--- config.mk ---
export PLATFORM = sky130hd
export DESIGN_NAME = fbecho_ctrl
export DESIGN_NICKNAME = d
export VERILOG_FILES = /design/src/design/fbecho_pkg.sv /design/src/design/fbecho_ctrl.sv
export VERILOG_INCLUDE_DIRS = /design/src /design/src/design
export SDC_FILE = /design/constraint.sdc
export NUM_CORES = 1
export LEC_CHECK = 0
export BUFFER_PORTS_ARGS = -buffer_cell sky130_fd_sc_hd__buf_2
export CAP_MARGIN = 10
export CELL_PAD_IN_SITES_DETAIL_PLACEMENT = 0
export CELL_PAD_IN_SITES_GLOBAL_PLACEMENT = 1
export CORE_AREA = 2 2 39 41
export CTS_BUF_LIST = sky130_fd_sc_hd__clkbuf_4 sky130_fd_sc_hd__clkbuf_8
export DETAILED_ROUTE_END_ITERATION = 8
export DIE_AREA = 0 0 41 43
export PLACE_DENSITY = 0.78
export SLEW_MARGIN = 10
export SYNTH_ARGS = -nofsm -noshare
export SYNTH_HDL_FRONTEND = slang
export SYNTH_SLANG_ARGS = --single-unit
--- constraint.sdc ---
create_clock -name clock -period 2.3 [get_ports clock]
set_input_delay 0.345 -clock clock [delete_from_list [all_inputs] [get_ports clock]]
set_output_delay 0.345 -clock clock [all_outputs]
set_load 0.005 [all_outputs]
--- src/design/feedback_echo_with_fade_in_core_macros.svh ---
// Assertion macros shared by the feedback echo RTL.
// Expects signals named clock and reset in the including module.
`ifndef FEEDBACK_ECHO_WITH_FADE_IN_CORE_MACROS_SVH
`define FEEDBACK_ECHO_WITH_FADE_IN_CORE_MACROS_SVH

// same-cycle implication
`define FBECHO_ASSERT_IMP(label, ante, cons, msg) \
   label: assert property (@(posedge clock) disable iff (reset) (ante) |-> (cons)) \
      else $error(msg);

// next-cycle implication
`define FBECHO_ASSERT_NXT(label, ante, cons, msg) \
   label: assert property (@(posedge clock) disable iff (reset) (ante) |=> (cons)) \
      else $error(msg);

`endif

--- src/design/fbecho_pkg.sv ---
// Shared types, constants and fixed-point helpers for the feedback echo core.
// No dependencies.
`default_nettype none

package fbecho_pkg;

   localparam int SAMPLE_W   = 16;
   localparam int GAIN_W     = 16;
   localparam int DL_W       = 17;
   localparam int FL_W       = 20;
   localparam int MEM_W      = 24;
   localparam int CSR_IDX_W  = 3;
   localparam int CSR_DATA_W = 20;
   localparam int OPA_W      = 25;
   localparam int OPB_W      = 21;
   localparam int PROD_W     = OPA_W + OPB_W;
   localparam int QUO_W      = 16;
   localparam int DIVD_W     = QUO_W + FL_W;
   localparam int Q_FRAC     = 14;

   localparam int DEF_DELAY_DEPTH = 65536;

   localparam logic [DL_W-1:0]   RST_DELAY_LENGTH  = DL_W'(48000);
   localparam logic [GAIN_W-1:0] RST_FEEDBACK_GAIN = GAIN_W'(8192);
   localparam logic [GAIN_W-1:0] RST_WET_GAIN      = GAIN_W'(8192);
   localparam logic [GAIN_W-1:0] RST_DRY_GAIN      = GAIN_W'(16384);
   localparam logic [FL_W-1:0]   RST_FADE_LENGTH   = '0;

   localparam logic [CSR_IDX_W-1:0] REG_DELAY_LENGTH  = CSR_IDX_W'(0);
   localparam logic [CSR_IDX_W-1:0] REG_FEEDBACK_GAIN = CSR_IDX_W'(1);
   localparam logic [CSR_IDX_W-1:0] REG_WET_GAIN      = CSR_IDX_W'(2);
   localparam logic [CSR_IDX_W-1:0] REG_DRY_GAIN      = CSR_IDX_W'(3);
   localparam logic [CSR_IDX_W-1:0] REG_FADE_LENGTH   = CSR_IDX_W'(4);

   typedef logic [1:0] mul_sel_type;
   localparam mul_sel_type MUL_FB   = 2'd0;
   localparam mul_sel_type MUL_WET  = 2'd1;
   localparam mul_sel_type MUL_DRY  = 2'd2;
   localparam mul_sel_type MUL_FADE = 2'd3;

   typedef struct packed {
      logic        load_in;
      logic        rd_mem;
      logic        mul_en;
      mul_sel_type mul_sel;
      logic        acc_load;
      logic        write_mem;
      logic        mix_en;
      logic        fade_step;
      logic        div_start;
      logic        div_take;
      logic        out_load;
   } cmd_type;

   typedef struct packed {
      logic fade_active;
      logic div_done;
   } status_type;

   localparam logic signed [PROD_W-1:0] Q_BIAS = PROD_W'((1 << Q_FRAC) - 1);

   // divide by 2^14, truncating toward zero
   function automatic logic signed [PROD_W-1:0] trunc_q14(input logic signed [PROD_W-1:0] v);
      logic signed [PROD_W-1:0] bias;
      bias = v[PROD_W-1] ? Q_BIAS : '0;
      return (v + bias) >>> Q_FRAC;
   endfunction

   function automatic logic signed [MEM_W-1:0] sat_mem(input logic signed [PROD_W-1:0] v);
      logic [PROD_W-MEM_W:0] top;
      top = v[PROD_W-1:MEM_W-1];
      if (top == '0 || top == '1) begin
         return v[MEM_W-1:0];
      end else if (v[PROD_W-1]) begin
         return {1'b1, {(MEM_W-1){1'b0}}};
      end else begin
         return {1'b0, {(MEM_W-1){1'b1}}};
      end
   endfunction

   function automatic logic signed [SAMPLE_W-1:0] sat_sample(
      input logic signed [PROD_W-1:0] v);
      logic [PROD_W-SAMPLE_W:0] top;
      top = v[PROD_W-1:SAMPLE_W-1];
      if (top == '0 || top == '1) begin
         return v[SAMPLE_W-1:0];
      end else if (v[PROD_W-1]) begin
         return {1'b1, {(SAMPLE_W-1){1'b0}}};
      end else begin
         return {1'b0, {(SAMPLE_W-1){1'b1}}};
      end
   endfunction

endpackage

`default_nettype wire

--- src/design/fbecho_ctrl.sv ---
// Sequencer for the feedback echo: steps one item through the datapath.
// Depends on fbecho_pkg and the shared assertion macros.
`default_nettype none
`include "feedback_echo_with_fade_in_core_macros.svh"

module fbecho_ctrl (
   input  wire logic                   clock,
   input  wire logic                   reset,
   input  wire logic                   req_tvalid,
   output logic                        req_tready,
   output logic                        rsp_tvalid,
   input  wire logic                   rsp_tready,
   input  wire fbecho_pkg::status_type status,
   output fbecho_pkg::cmd_type         cmd
);

   localparam logic [3:0] S_IDLE   = 4'd0;
   localparam logic [3:0] S_OLD    = 4'd1;
   localparam logic [3:0] S_STORE  = 4'd2;
   localparam logic [3:0] S_RD     = 4'd3;
   localparam logic [3:0] S_WET    = 4'd4;
   localparam logic [3:0] S_DRY    = 4'd5;
   localparam logic [3:0] S_MIX    = 4'd6;
   localparam logic [3:0] S_FMUL   = 4'd7;
   localparam logic [3:0] S_DSTART = 4'd8;
   localparam logic [3:0] S_DWAIT  = 4'd9;
   localparam logic [3:0] S_OUT    = 4'd10;

   logic [3:0] state_ff, state_in;
   logic       rsp_valid_ff, rsp_valid_in;

   always_comb begin
      cmd        = '0;
      state_in   = state_ff;
      req_tready = 1'b0;
      unique case (state_ff)
         S_IDLE: begin
            req_tready = 1'b1;
            if (req_tvalid) begin
               cmd.load_in = 1'b1;
               cmd.rd_mem  = 1'b1;
               state_in    = S_OLD;
            end
         end
         S_OLD: begin
            cmd.mul_en  = 1'b1;
            cmd.mul_sel = fbecho_pkg::MUL_FB;
            state_in    = S_STORE;
         end
         S_STORE: begin
            cmd.write_mem = 1'b1;
            state_in      = S_RD;
         end
         S_RD: begin
            cmd.rd_mem = 1'b1;
            state_in   = S_WET;
         end
         S_WET: begin
            cmd.mul_en  = 1'b1;
            cmd.mul_sel = fbecho_pkg::MUL_WET;
            state_in    = S_DRY;
         end
         S_DRY: begin
            cmd.mul_en   = 1'b1;
            cmd.mul_sel  = fbecho_pkg::MUL_DRY;
            cmd.acc_load = 1'b1;
            state_in     = S_MIX;
         end
         S_MIX: begin
            cmd.mix_en = 1'b1;
            state_in   = status.fade_active ? S_FMUL : S_OUT;
         end
         S_FMUL: begin
            cmd.mul_en    = 1'b1;
            cmd.mul_sel   = fbecho_pkg::MUL_FADE;
            cmd.fade_step = 1'b1;
            state_in      = S_DSTART;
         end
         S_DSTART: begin
            cmd.div_start = 1'b1;
            state_in      = S_DWAIT;
         end
         S_DWAIT: begin
            if (status.div_done) begin
               cmd.div_take = 1'b1;
               state_in     = S_OUT;
            end
         end
         S_OUT: begin
            if (!rsp_valid_ff || rsp_tready) begin
               cmd.out_load = 1'b1;
               state_in     = S_IDLE;
            end
         end
         default: state_in = S_IDLE;
      endcase
   end

   always_comb begin
      rsp_valid_in = rsp_valid_ff;
      if (cmd.out_load) begin
         rsp_valid_in = 1'b1;
      end else if (rsp_tready) begin
         rsp_valid_in = 1'b0;
      end
   end

   always_ff @(posedge clock) begin
      if (reset) begin
         state_ff     <= S_IDLE;
         rsp_valid_ff <= 1'b0;
      end else begin
         state_ff     <= state_in;
         rsp_valid_ff <= rsp_valid_in;
      end
   end

   assign rsp_tvalid = rsp_valid_ff;

   `FBECHO_ASSERT_IMP(a_no_result_overwrite, cmd.out_load, !rsp_valid_ff || rsp_tready, "result overwritten")
   `FBECHO_ASSERT_NXT(a_accept_starts_item, req_tvalid && req_tready, state_ff == S_OLD, "accept lost")

endmodule

`default_nettype wire

* After elaboration in Yosys (flattened, before gate mapping) *
Index checks and enable logic that the tools add are counted.

storage, ports and cells
  output and inout bits = 14
  register bits after elaboration = 5
  logic and storage cells = 41
  input port bits = 6

operators by class
  mux-type cells = 21
  eq/ne operators = 13
  reductions and logical operators = 5

operator list
  operator                                                          number
  4-bit one-hot mux with 11 select lines                            1
  4-bit by 3-bit == test with 1-bit output (second input constant)  4
  4-bit 2-to-1 mux                                                  4
  1-bit 2-to-1 mux                                                  13
  4-bit == test (second input constant)                             3
  3-bit one-hot mux with 4 select lines                             1
  4-bit by 2-bit == test with 1-bit output (second input constant)  2
  2-bit inequality test (second input constant)                     3
  4-bit by 1-bit == test with 1-bit output (second input constant)  1
  4-bit logical NOT                                                 1
  3-bit AND reduction                                               1
  2-bit 2-to-1 mux                                                  1
  1-bit one-hot mux with 2 select lines                             1
  2-bit nonzero test                                                1
  1-bit logical NOT                                                 1
  1-bit logical OR                                                  1

* Longest topological paths before layout *
Gate-level depths: netlist of run 1.

  depth in word-level cells = 5
  depth in mapped cells = 4
  depth with buffers taken out = 3

* Least setup slack after synthesis of run 1 *
Ideal clock, no wire load.

  path type = flip-flop to output port
  from = register state_ff[0]
  to = output port cmd[11] (netlist bit)
  cell stages (with the launch flop) = 4
  buffers on the path = 1
  slack = 0.954 ns
  arrival = 1.001 ns
  path through = dfxtp_1 -> buf_4 -> nor4_1 -> and2_1

RTL lines
  element                 RTL line            source
  start, declared         fbecho_ctrl.sv:29   logic [3:0] state_ff, state_in;
  start signal, assigned  fbecho_ctrl.sv:113  state_ff <= state_in;
  end, declared           fbecho_ctrl.sv:14   output fbecho_pkg::cmd_type cmd

==> metrics.txt, run 1 <==
status=finished clean; cts repair resizes=0; Worst Hold Endpoint=state_ff[2]; Unique masters post-synth=29; Clock transition at path regs=0.05 ns; DIE HEIGHT=about 43 um; P_sw=0.110 mW; Clock Power Share=between 30% and 40%; clock skew=approximately 0.0082 ns; CTS tree=built; slowest cell on the critical path=dfxtp_1; io pins=20; critical path peak fanout=14; Worst R2R Start=state_ff[3]; Final Hold Viols=0; 1st-iter DRT viols=5; Rows=14; Mapped Area=approximately 420 um^2; final period demand of the worst path=1.74 ns; H-tree Lvls=1; top-count cell post-synth=nand2_1; Post-DRT Antenna Nets=0; Yosys warnings=0; Slew HR=68.5%; top post-synthesis cells by count=6 x nand2_1, 5 x dfxtp_1, 5 x nand2b_1; Seq pwr share=37.2%; critical path, cell by cell=nand2b_1 -> nor4_1 -> buf_2; Post-Syn Nets=64; Mapped Avg Cell Area=7.25 um^2; vias in the first global route=approximately 330; terminus of the critical flop-to-flop path=state_ff[1]; RSZ-0062 raised after global routing=no; ys flop type=dfxtp_1; Placement Setup Slack=approximately 0.85 ns; CTS Buf Count=3; post-route clock period utilization=between 70 and 80%; initial antenna violation count=0; Worst path max stage delay=0.61 ns; fraction of layout cells with a size suffix above 1=34.7%; Final #Nets=82; Total GRT Usage=between 10% and 20%; Die ar.=1760 um^2; final setup margin=0.555 ns; final setup TNS=0 ns; max-cap violations=0; Min-Delay Path Depth=2; CP Data Arrival Time=around 1.4 ns; CTS hold repair buffers=0; Sinks on Clock Net=5; crit path launch type=flop; number of setup buffers added after CTS=0; Pint=~0.23 mW; final hold slack=0.382 ns; Chip Width=41 um; overflow left after global routing=0; DR vias=roughly 450; post-synth top area share=23.8%; Placer Congestion=0.700; EDFF count, synth=0; cell type with the largest total area after synthesis=dfxtp_1; IR drop worst, VDD=between 300 and 400 uV; diode count=0; flop and latch count out of synthesis=5; Final setup viols=0; core area=1380 um^2; Comb power frac=29.6%; CP Data Required Time=1.96 ns; sequential share of the synthesized area=a little under a quarter; fillers=151; first element of the critical path=state_ff[3]; DRC Markers=0; FF-to-FF setup slack=0.85 ns; slew of the pin with the lowest slew margin=0.471 ns; fmax=0.573 GHz; clk root buf=clkbuf_4; Setup CP Type=reg2out; min-delay src=reset; Area growth, synth to finish=25.0%; final wirelength=942 um; # port buffers=19; Post-DP HPWL=~710 um; Clock Path Buffers=2; worst hold path class=in2reg; Leak=0.248 nW; Starting Density=30.4%; wire length per cell=10.4 um; pin count of the biggest net entering global routing=16; Mapped Cells=58; crit end category=output port; Worst-Skew Late Latency=about 0.24 ns; Synth area leaders=dfxtp_1 24%, nand2b_1 7.4%, nand2_1 5.4%, nor3_1 4.8%, nor2b_1 4.5%; Vias per Instance=4.92; reg2reg path depth=3; drt first pass iters=4; Pwr per Cell Area=641 nW/um^2; Max Slew Vio Count=0; Net Sw Frac=about a third; Post-synth ARST share=0%; first-pass GRT wire length=1440 um
==> per-stage QoR <==
step                      instances  utilization [%]  power (mW)  instance area [um^2]
after floorplan                  58                -       0.200                   420
after global placement           87             35.8       0.230                   495
after detailed placement         87             35.8       0.228                   495
after CTS                        91             38.0       0.341                   526
after global routing             91             38.0       0.365                   526
final                            91             38.0       0.337                   526
==> registers in the layout, summed over array words and instances (netlist names) <==
name        flops
state_ff        4
rsp_tvalid      1
==> placed cells by master, fill, tap and decap left out, drive strengths merged, types with 2 or more instances in the layout <==
master  count
inv         5
dfxtp       5
a21oi       3
or3         2
clkbuf      4
buf        19
nand2b      5
o21ai       2
nand2       6
a211oi      2
nor3        4
nor2b       3
nor2        4
nor4        2
==> kinds of logic after synthesis <==
logic type | share of synthesized area, %
AO/OA/AOI/OAI | 19.9
AND/OR/NAND/NOR | 41.7
buffers and inverters | 14.6
flip-flops | 23.8
==> layer usage <==
metal  part of all wire [%]  GRT usage (%)  vias to the layer above
met5                      0              0                        -
met1                     47           16.5                      189
met4                    2.3           8.00                        0
met2                     43           15.9                       17
met3                    6.9           4.19                        2
li1                       -              -                      240
==> power by group through the flow <==
stage / registers [mW] / clock network, mW / logic [mW]
global route: 0.128 / 0.123 / 0.114
floorplan: 0.103 / 0 / 0.0972
finish: 0.125 / 0.112 / 0.0995
detailed placement: 0.127 / 0 / 0.101
global placement: 0.128 / 0 / 0.103
CTS: 0.125 / 0.114 / 0.101
==> critical path: cells and delay by family, from the launching register on <==
kind	cells	cell delay, ns
DFF	1	0.61
and+or+nand+nor	2	0.39
buffers and inverters	1	0.17
==> worst max-delay path by stage <==
| stage | depth (start not counted) | endpoint |
|---|---|---|
| 4_1_cts | 3 | cmd[1] |
| 6_report | 3 | cmd[1] |
| 3_3_place_gp | 3 | state_ff[0] |
| 2_1_floorplan | 3 | cmd[11] |
| 3_5_place_dp | 3 | cmd[1] |
| 5_1_grt | 3 | cmd[1] |
==> final cells by class <==
cell class / count / area [um^2] / share of cell area, %
multi-input cells: 42 / 259 / 49.3
repair buffers: 19 / 95.1 / 18.1
inverters: 5 / 21.3 / 4.05
well taps: 16 / 20.0 / 3.81
clock buffers: 4 / 30.0 / 5.71
flip-flops and latches: 5 / 100 / 19.0
No activity file was read; power rests on OpenSTA's default activity.
==> run 2, diff against run 1 <==
--- a/config.mk
+++ b/config.mk
@@ -6,15 +6,16 @@
 export SDC_FILE = /design/constraint.sdc
 export NUM_CORES = 1
 export LEC_CHECK = 0
+export ABC_AREA = 1
 export BUFFER_PORTS_ARGS = -buffer_cell sky130_fd_sc_hd__buf_2
 export CAP_MARGIN = 10
 export CELL_PAD_IN_SITES_DETAIL_PLACEMENT = 0
 export CELL_PAD_IN_SITES_GLOBAL_PLACEMENT = 1
-export CORE_AREA = 2 2 39 41
+export CORE_MARGIN = 2
+export CORE_UTILIZATION = 27
 export CTS_BUF_LIST = sky130_fd_sc_hd__clkbuf_4 sky130_fd_sc_hd__clkbuf_8
 export DETAILED_ROUTE_END_ITERATION = 8
-export DIE_AREA = 0 0 41 43
-export PLACE_DENSITY = 0.78
+export PLACE_DENSITY = 0.73
 export SLEW_MARGIN = 10
 export SYNTH_ARGS = -nofsm -noshare
 export SYNTH_HDL_FRONTEND = slang
==> constraint.sdc (replaced) <==
create_clock -name clock -period 1.57 [get_ports clock]
set_input_delay 0.2355 -clock clock [delete_from_list [all_inputs] [get_ports clock]]
set_output_delay 0.2355 -clock clock [all_outputs]
set_load 0.005 [all_outputs]
==> run 2 against run 1 <==
  * Sequential share of layout area is 1.4 points lower
  * Non-clock buffer count stayed put
  * Cell area is 12% higher
  * Via count is 11% higher
  * Global-route usage is 0.98 points higher
  * Die area is 9.4% higher
  * Combinational power is 73% higher
  * Cell count is 22% higher
  * Utilization is 0.98 points higher
  * Clock power is 55% higher
  * Sequential power is 30% higher
==> metrics.txt, run 2 <==
status=finished clean (unchanged); initial antenna violation count=0 (unchanged); IR drop worst, VDD=326 uV (was 370 uV); Pwr per Cell Area=867 nW/um^2 (was 641 nW/um^2); Post-DRT Antenna Nets=0 (unchanged); Placer Congestion=0.769 (was 0.700); Largest Register=state_ff (unchanged); FF-to-FF setup slack=0.38 ns (was 0.85 ns); H-tree Lvls=1 (unchanged); max-cap violations=0 (unchanged); post-synth top area share=23.3% (was 23.8%); register area=104 um^2 (was 100 um^2); Synth area leaders=dfxtp_1 23%, nor2_1 12%, nand2_2 10%, inv_1 9.6%, nand2_1 9.6% (was dfxtp_1 24%, nand2b_1 7.4%, nand2_1 5.4%, nor3_1 4.8%, nor2b_1 4.5%); Setup CP Type=reg2out (unchanged); Worst R2R Start=state_ff[0] (was state_ff[3]); DR vias=498 (was 448); 1st-iter DRT viols=8 (was 5); sequential share of the synthesized area=23.3% (was 23.8%); worst hold path class=in2reg (unchanged); ys flop type=dfxtp_1 (unchanged); Post-DP HPWL=867 um (was 708 um); clock skew=0.000321 ns (was 0.00823 ns); CTS tree=built (unchanged); CP Data Required Time=1.33 ns (was 1.96 ns); Slew HR=84.7% (was 68.5%); wire length per cell=9.98 um (was 10.4 um); overflow left after global routing=0 (unchanged); core area=1510 um^2 (was 1380 um^2); Mapped Area=430 um^2 (was 420 um^2); slew of the pin with the lowest slew margin=0.227 ns (was 0.471 ns); critical path peak fanout=7 (was 14); Final setup viols=0 (unchanged); Finished Cell Area=587 um^2 (was 526 um^2); area of the multi-input gates=284 um^2 (was 259 um^2); CTS hold repair buffers=0 (unchanged); final setup TNS=0 ns (unchanged); fraction of layout cells with a size suffix above 1=48.4% (was 34.7%); CP Data Arrival Time=1.25 ns (was 1.40 ns); drt first pass iters=4 (unchanged); EDFF count, synth=0 (unchanged); number of setup buffers added after CTS=0 (unchanged); diode count=0 (unchanged); Mapped Cells=73 (was 58); Max Slew Vio Count=0 (unchanged); Clock transition at path regs=0.04 ns (was 0.05 ns); commonest non-fill, non-tap cell in the layout=buf_2 (unchanged); Final #Nets=102 (was 82); DIE HEIGHT=43.9 um (was 43 um); crit path launch type=flop (unchanged); pin count of the biggest net entering global routing=8 (was 16); flop and latch count out of synthesis=5 (unchanged); placed cell count=107 (was 87); DRC Markers=0 (unchanged); post-route clock period utilization=between 90% and 100%; Sinks on Clock Net=5 (unchanged); vias in the first global route=448 (was 327); Worst-Skew Late Latency=0.25 ns (was 0.24 ns); fillers=179 (was 151); Chip Width=43.9 um (was 41 um); final wirelength=1110 um (was 942 um); Yosys warnings=0 (unchanged); Die ar.=1930 um^2 (was 1760 um^2); fmax=0.673 GHz; dpl cell area=538 um^2 (was 495 um^2); Tot Pwr=0.509 mW (was 0.337 mW); first element of the critical path=state_ff[1] (was state_ff[3]); commonest cells after routing, fill and taps aside=19 x buf_2, 12 x nor2_1, 11 x inv_1, 11 x nand2_1, 7 x nand2_2 (was 19 x buf_2, 6 x nand2_1, 5 x nand2b_1, 5 x dfxtp_1); CTS Buf Count=3 (unchanged); top post-synthesis cells by count=14 x nor2_1, 11 x inv_1, 11 x nand2_1 (was 6 x nand2_1, 5 x dfxtp_1, 5 x nand2b_1); Starting Density=28.6% (was 30.4%); Mapped Avg Cell Area=5.90 um^2 (was 7.25 um^2); cell type with the largest total area after synthesis=dfxtp_1 (unchanged); Util after Layout=39.0% (was 38.0%); io pins=20 (unchanged); clk root buf=clkbuf_4 (unchanged); final period demand of the worst path=1.49 ns; Vias per Instance=4.49 (was 4.92); Unique masters post-synth=20 (was 29); Total GRT Usage=13.2% (was 12.3%); Clock Path Buffers=2 (unchanged); Final Hold Viols=0 (unchanged); Post-Syn Nets=79 (was 64); Area growth, synth to finish=36.3% (was 25.0%); Post-synth ARST share=0% (unchanged); Rows=14 (unchanged); min-delay src=reset (unchanged); # port buffers=19 (unchanged); Largest register FFs=4 (unchanged); crit end category=output port (unchanged); first-pass GRT wire length=1860 um (was 1440 um); Leak=0.334 nW (was 0.248 nW); top-count cell post-synth=nor2_1 (was nand2_1); Final Instance Count excl. Fillers=111 (was 91)
[run 2: cell types whose count changed in the layout (fill, tap and decap cells not counted), moves of 5 or more]
| cell | change |
|---|---|
| inv_1 | +8 |
| nand2_1 | +5 |
| nand2_2 | +7 |
| nand2b_1 | -5 |
| nor2_1 | +8 |
| nor2_2 | +5 |
[run 2: worst max-delay path: stages, from the launching register on]
cell     delay, ns
dfxtp_2       0.37
nor2_4        0.14
inv_1         0.09
nor2_2        0.13
inv_1         0.06
o21ai_1       0.10
buf_2         0.12
[run 2: final timing paths]
kind	endpoint	cells after the start
worst max register to register	state_ff[1]	7
worst max-delay path	cmd[10]	6
worst min-delay path	state_ff[0]	2
worst min register to register	state_ff[3]	2
[run 2: power by group]
group	total (mW)	switching [mW]	internal, mW
registers	0.163	0.0235	0.139
clock network	0.174	0.0604	0.114
logic	0.172	0.101	0.0707
[run 2: logic make-up after synthesis]
family,share of synthesized area [%]
buffers and inverters,14.2
AO/OA/AOI/OAI,13.7
AND/OR/NAND/NOR,48.8
flip-flops,23.3
[run 2: layout make-up]
class / instances / area share, %
multi-input combinational: 53 / 48.4
inverter: 14 / 9.17
timing repair buffer: 19 / 16.2
tap: 16 / 3.41
clock buffer: 4 / 5.12
sequential: 5 / 17.7
[run 2: metal layers]
metal / wire [um] / vias to the layer above / share of wire, % / global-route usage, %
met4: 19 / 0 / 1.7 / 7.27
li1: - / 268 / - / -
met1: 494 / 205 / 45 / 18.1
met5: 0 / - / 0 / 0
met2: 515 / 21 / 46 / 19.4
met3: 80 / 4 / 7.2 / 2.50
[run 2: timing repair]
action	in CTS	in global routing
setup endpoints to repair	1	4
resized for setup	1	6
pin swaps	0	1
[run 2: through the flow]
stage               hold slack [ns]  setup WS, ns
finish                        0.200        0.0847
global route                  0.209      -0.00206
CTS                           0.206        0.0354
detailed placement            0.467         0.267
global placement              0.467         0.251
floorplan                     0.298         0.411
==> run 3, diff against run 2 <==
--- a/config.mk
+++ b/config.mk
@@ -12,10 +12,10 @@
 export CELL_PAD_IN_SITES_DETAIL_PLACEMENT = 0
 export CELL_PAD_IN_SITES_GLOBAL_PLACEMENT = 1
 export CORE_MARGIN = 2
-export CORE_UTILIZATION = 27
+export CORE_UTILIZATION = 30
 export CTS_BUF_LIST = sky130_fd_sc_hd__clkbuf_4 sky130_fd_sc_hd__clkbuf_8
 export DETAILED_ROUTE_END_ITERATION = 8
-export PLACE_DENSITY = 0.73
+export PLACE_DENSITY = 0.77
 export SLEW_MARGIN = 10
 export SYNTH_ARGS = -nofsm -noshare
 export SYNTH_HDL_FRONTEND = slang
==> constraint.sdc (replaced) <==
create_clock -name clock -period 1.4 [get_ports clock]
set_input_delay 0.21 -clock clock [delete_from_list [all_inputs] [get_ports clock]]
set_output_delay 0.21 -clock clock [all_outputs]
set_load 0.005 [all_outputs]
==> run 3 against run 2 <==
  * Routed wire length increased by 13%
  * Flip-flop and latch count stayed put
  * First-iteration DRC count grew 88%
  * Global-route usage is 0.29 points higher
  * Non-clock buffer count grew 8
  * Clock-buffer cell count fell by 1
  * Hold slack lost 0.041 ns
  * Clock power about the same
  * Combinational power increased by 58%
  * Critical endpoint unchanged
==> metrics.txt, run 3 (synthesis results as in run 2) <==
status=finished clean (unchanged); Largest Register=state_ff (unchanged); crit end category=output port (unchanged); CTS tree=built (unchanged); DRC Markers=0 (unchanged); Die ar.=1750 um^2 (was 1930 um^2); Max Slew Vio Count=0 (unchanged); Final #Nets=110 (was 102); 1st-iter DRT viols=15 (was 8); slowest cell on the critical path=dfxtp_4 (was dfxtp_2); CP Data Arrival Time=1.18 ns (was 1.25 ns); io pins=20 (unchanged); first-pass GRT wire length=1800 um (was 1860 um); IR drop worst, VDD=377 uV (was 326 uV); Area growth, synth to finish=60.5% (was 36.3%); Pwr per Cell Area=907 nW/um^2 (was 867 nW/um^2); fraction of layout cells with a size suffix above 1=58.3% (was 48.4%); Worst R2R Start=state_ff[1] (was state_ff[0]); CP Data Required Time=1.19 ns (was 1.33 ns); final period demand of the worst path=about 1.4 ns; core area=1320 um^2 (was 1510 um^2); pin count of the biggest net entering global routing=7 (was 8); DR vias=559 (was 498); drt first pass iters=4 (unchanged); Largest register FFs=4 (unchanged); clk root buf=clkbuf_4 (unchanged); Clock Path Buffers=2 (unchanged); Final Hold Viols=0 (unchanged); final setup TNS=0 ns (unchanged); Final setup viols=0 (unchanged); Chip Width=41.9 um (was 43.9 um); Leak=0.371 nW (was 0.334 nW); Slew HR=85.7% (was 84.7%); initial antenna violation count=0 (unchanged); Final Instance Count excl. Fillers=118 (was 111); critical path, cell by cell=nor2_4 -> inv_2 -> nor2_4 -> inv_2 -> o21ai_1 -> buf_2 (was nor2_4 -> inv_1 -> nor2_2 -> inv_1 -> o21ai_1 -> buf_2); RSZ-0062 raised after global routing=yes; overflow left after global routing=0 (unchanged); Placer Congestion=0.904 (was 0.769); Setup CP Type=reg2out (unchanged); Worst-Skew Late Latency=0.25 ns (about the same); vias in the first global route=453 (was 448); CTS Buf Count=3 (unchanged); H-tree Lvls=1 (unchanged); critical path peak fanout=4 (was 7); Vias per Instance=4.74 (was 4.49); placed cell count=106 (was 107); Post-DP HPWL=839 um (was 867 um); final hold slack=0.159 ns (was 0.200 ns); Post-DRT Antenna Nets=0 (unchanged); Starting Density=32.7% (was 28.6%); first element of the critical path=state_ff[0] (was state_ff[1]); Clock transition at path regs=0.05 ns (was 0.04 ns); Total GRT Usage=13.5% (was 13.2%); fmax=0.719 GHz; Worst path max stage delay=0.37 ns (about the same); diode count=0 (unchanged); buffers plus inverters on the worst setup path=3 (unchanged); # port buffers=19 (unchanged); min-delay src=reset (unchanged); DIE HEIGHT=41.9 um (was 43.9 um); slew of the pin with the lowest slew margin=0.214 ns (was 0.227 ns); Crit path max-delay family=flip-flops (unchanged); worst hold path class=in2reg (unchanged); max-cap violations=0 (unchanged); wire length per cell=10.6 um (was 9.98 um); clock skew=0.00939 ns (was 0.000321 ns); crit path launch type=flop (unchanged); post-route clock period utilization=between 90% and 100%; final wirelength=1250 um (was 1110 um); commonest non-fill, non-tap cell in the layout=buf_2 (unchanged); commonest cells after routing, fill and taps aside=17 x buf_2, 12 x nor2_1, 11 x nand2_1 (was 19 x buf_2, 12 x nor2_1, 11 x inv_1, 11 x nand2_1, 7 x nand2_2); Rows=13 (was 14); Sinks on Clock Net=5 (unchanged)
[run 3: layer usage]
layer  wire length, um  GRT usage [%]  up-vias
met1               529           15.2      254
li1                  -              -      282
met5                 0              0        -
met4                 0           5.81        0
met2               643           23.1       23
met3                80           4.35        0
[run 3: worst paths after layout]
check	end	slack, ns	depth (start not counted)
worst max-delay path	cmd[10]	0.009	6
worst min-delay path	state_ff[0]	0.16	2
worst max register to register	state_ff[1]	0.12	10
worst min register to register	state_ff[1]	0.58	4
[run 3: power breakdown]
group	internal [mW]	leakage (nW)	total, mW	switching (mW)
clock	0.104	0.0177	0.173	0.0687
combinational	0.129	0.310	0.272	0.144
sequential	0.156	0.0433	0.181	0.0257
[run 3: layout make-up]
class / instances / area, um^2
tap: 15 / 18.8
clock buffer: 3 / 22.5
inverter: 14 / 56.3
fill: 136 / 627
timing repair buffer: 27 / 171
clock inverter: 1 / 5.00
sequential: 5 / 113
multi-input combinational: 53 / 304
[run 3: what timing repair did]
action / 4_1_cts / 5_1_grt
hold buffers: 0 / 0
endpoints found under the hold margin: 0 / 0
endpoints found under the setup margin: 7 / 11
pin swaps: 3 / 5
setup buffers: 3 / 5
gates resized for setup: 10 / 13
[run 3: metrics by stage]
stage               cell area, um^2  setup WS [ns]  power (mW)  utilization (%)
floorplan                       430          0.267       0.293                -
global placement                537          0.125       0.359             40.7
detailed placement              537          0.105       0.358             40.7
CTS                             611        0.00239       0.563             46.3
global route                    691        -0.0504       0.665             52.4
finish                          691        0.00871       0.626             52.4
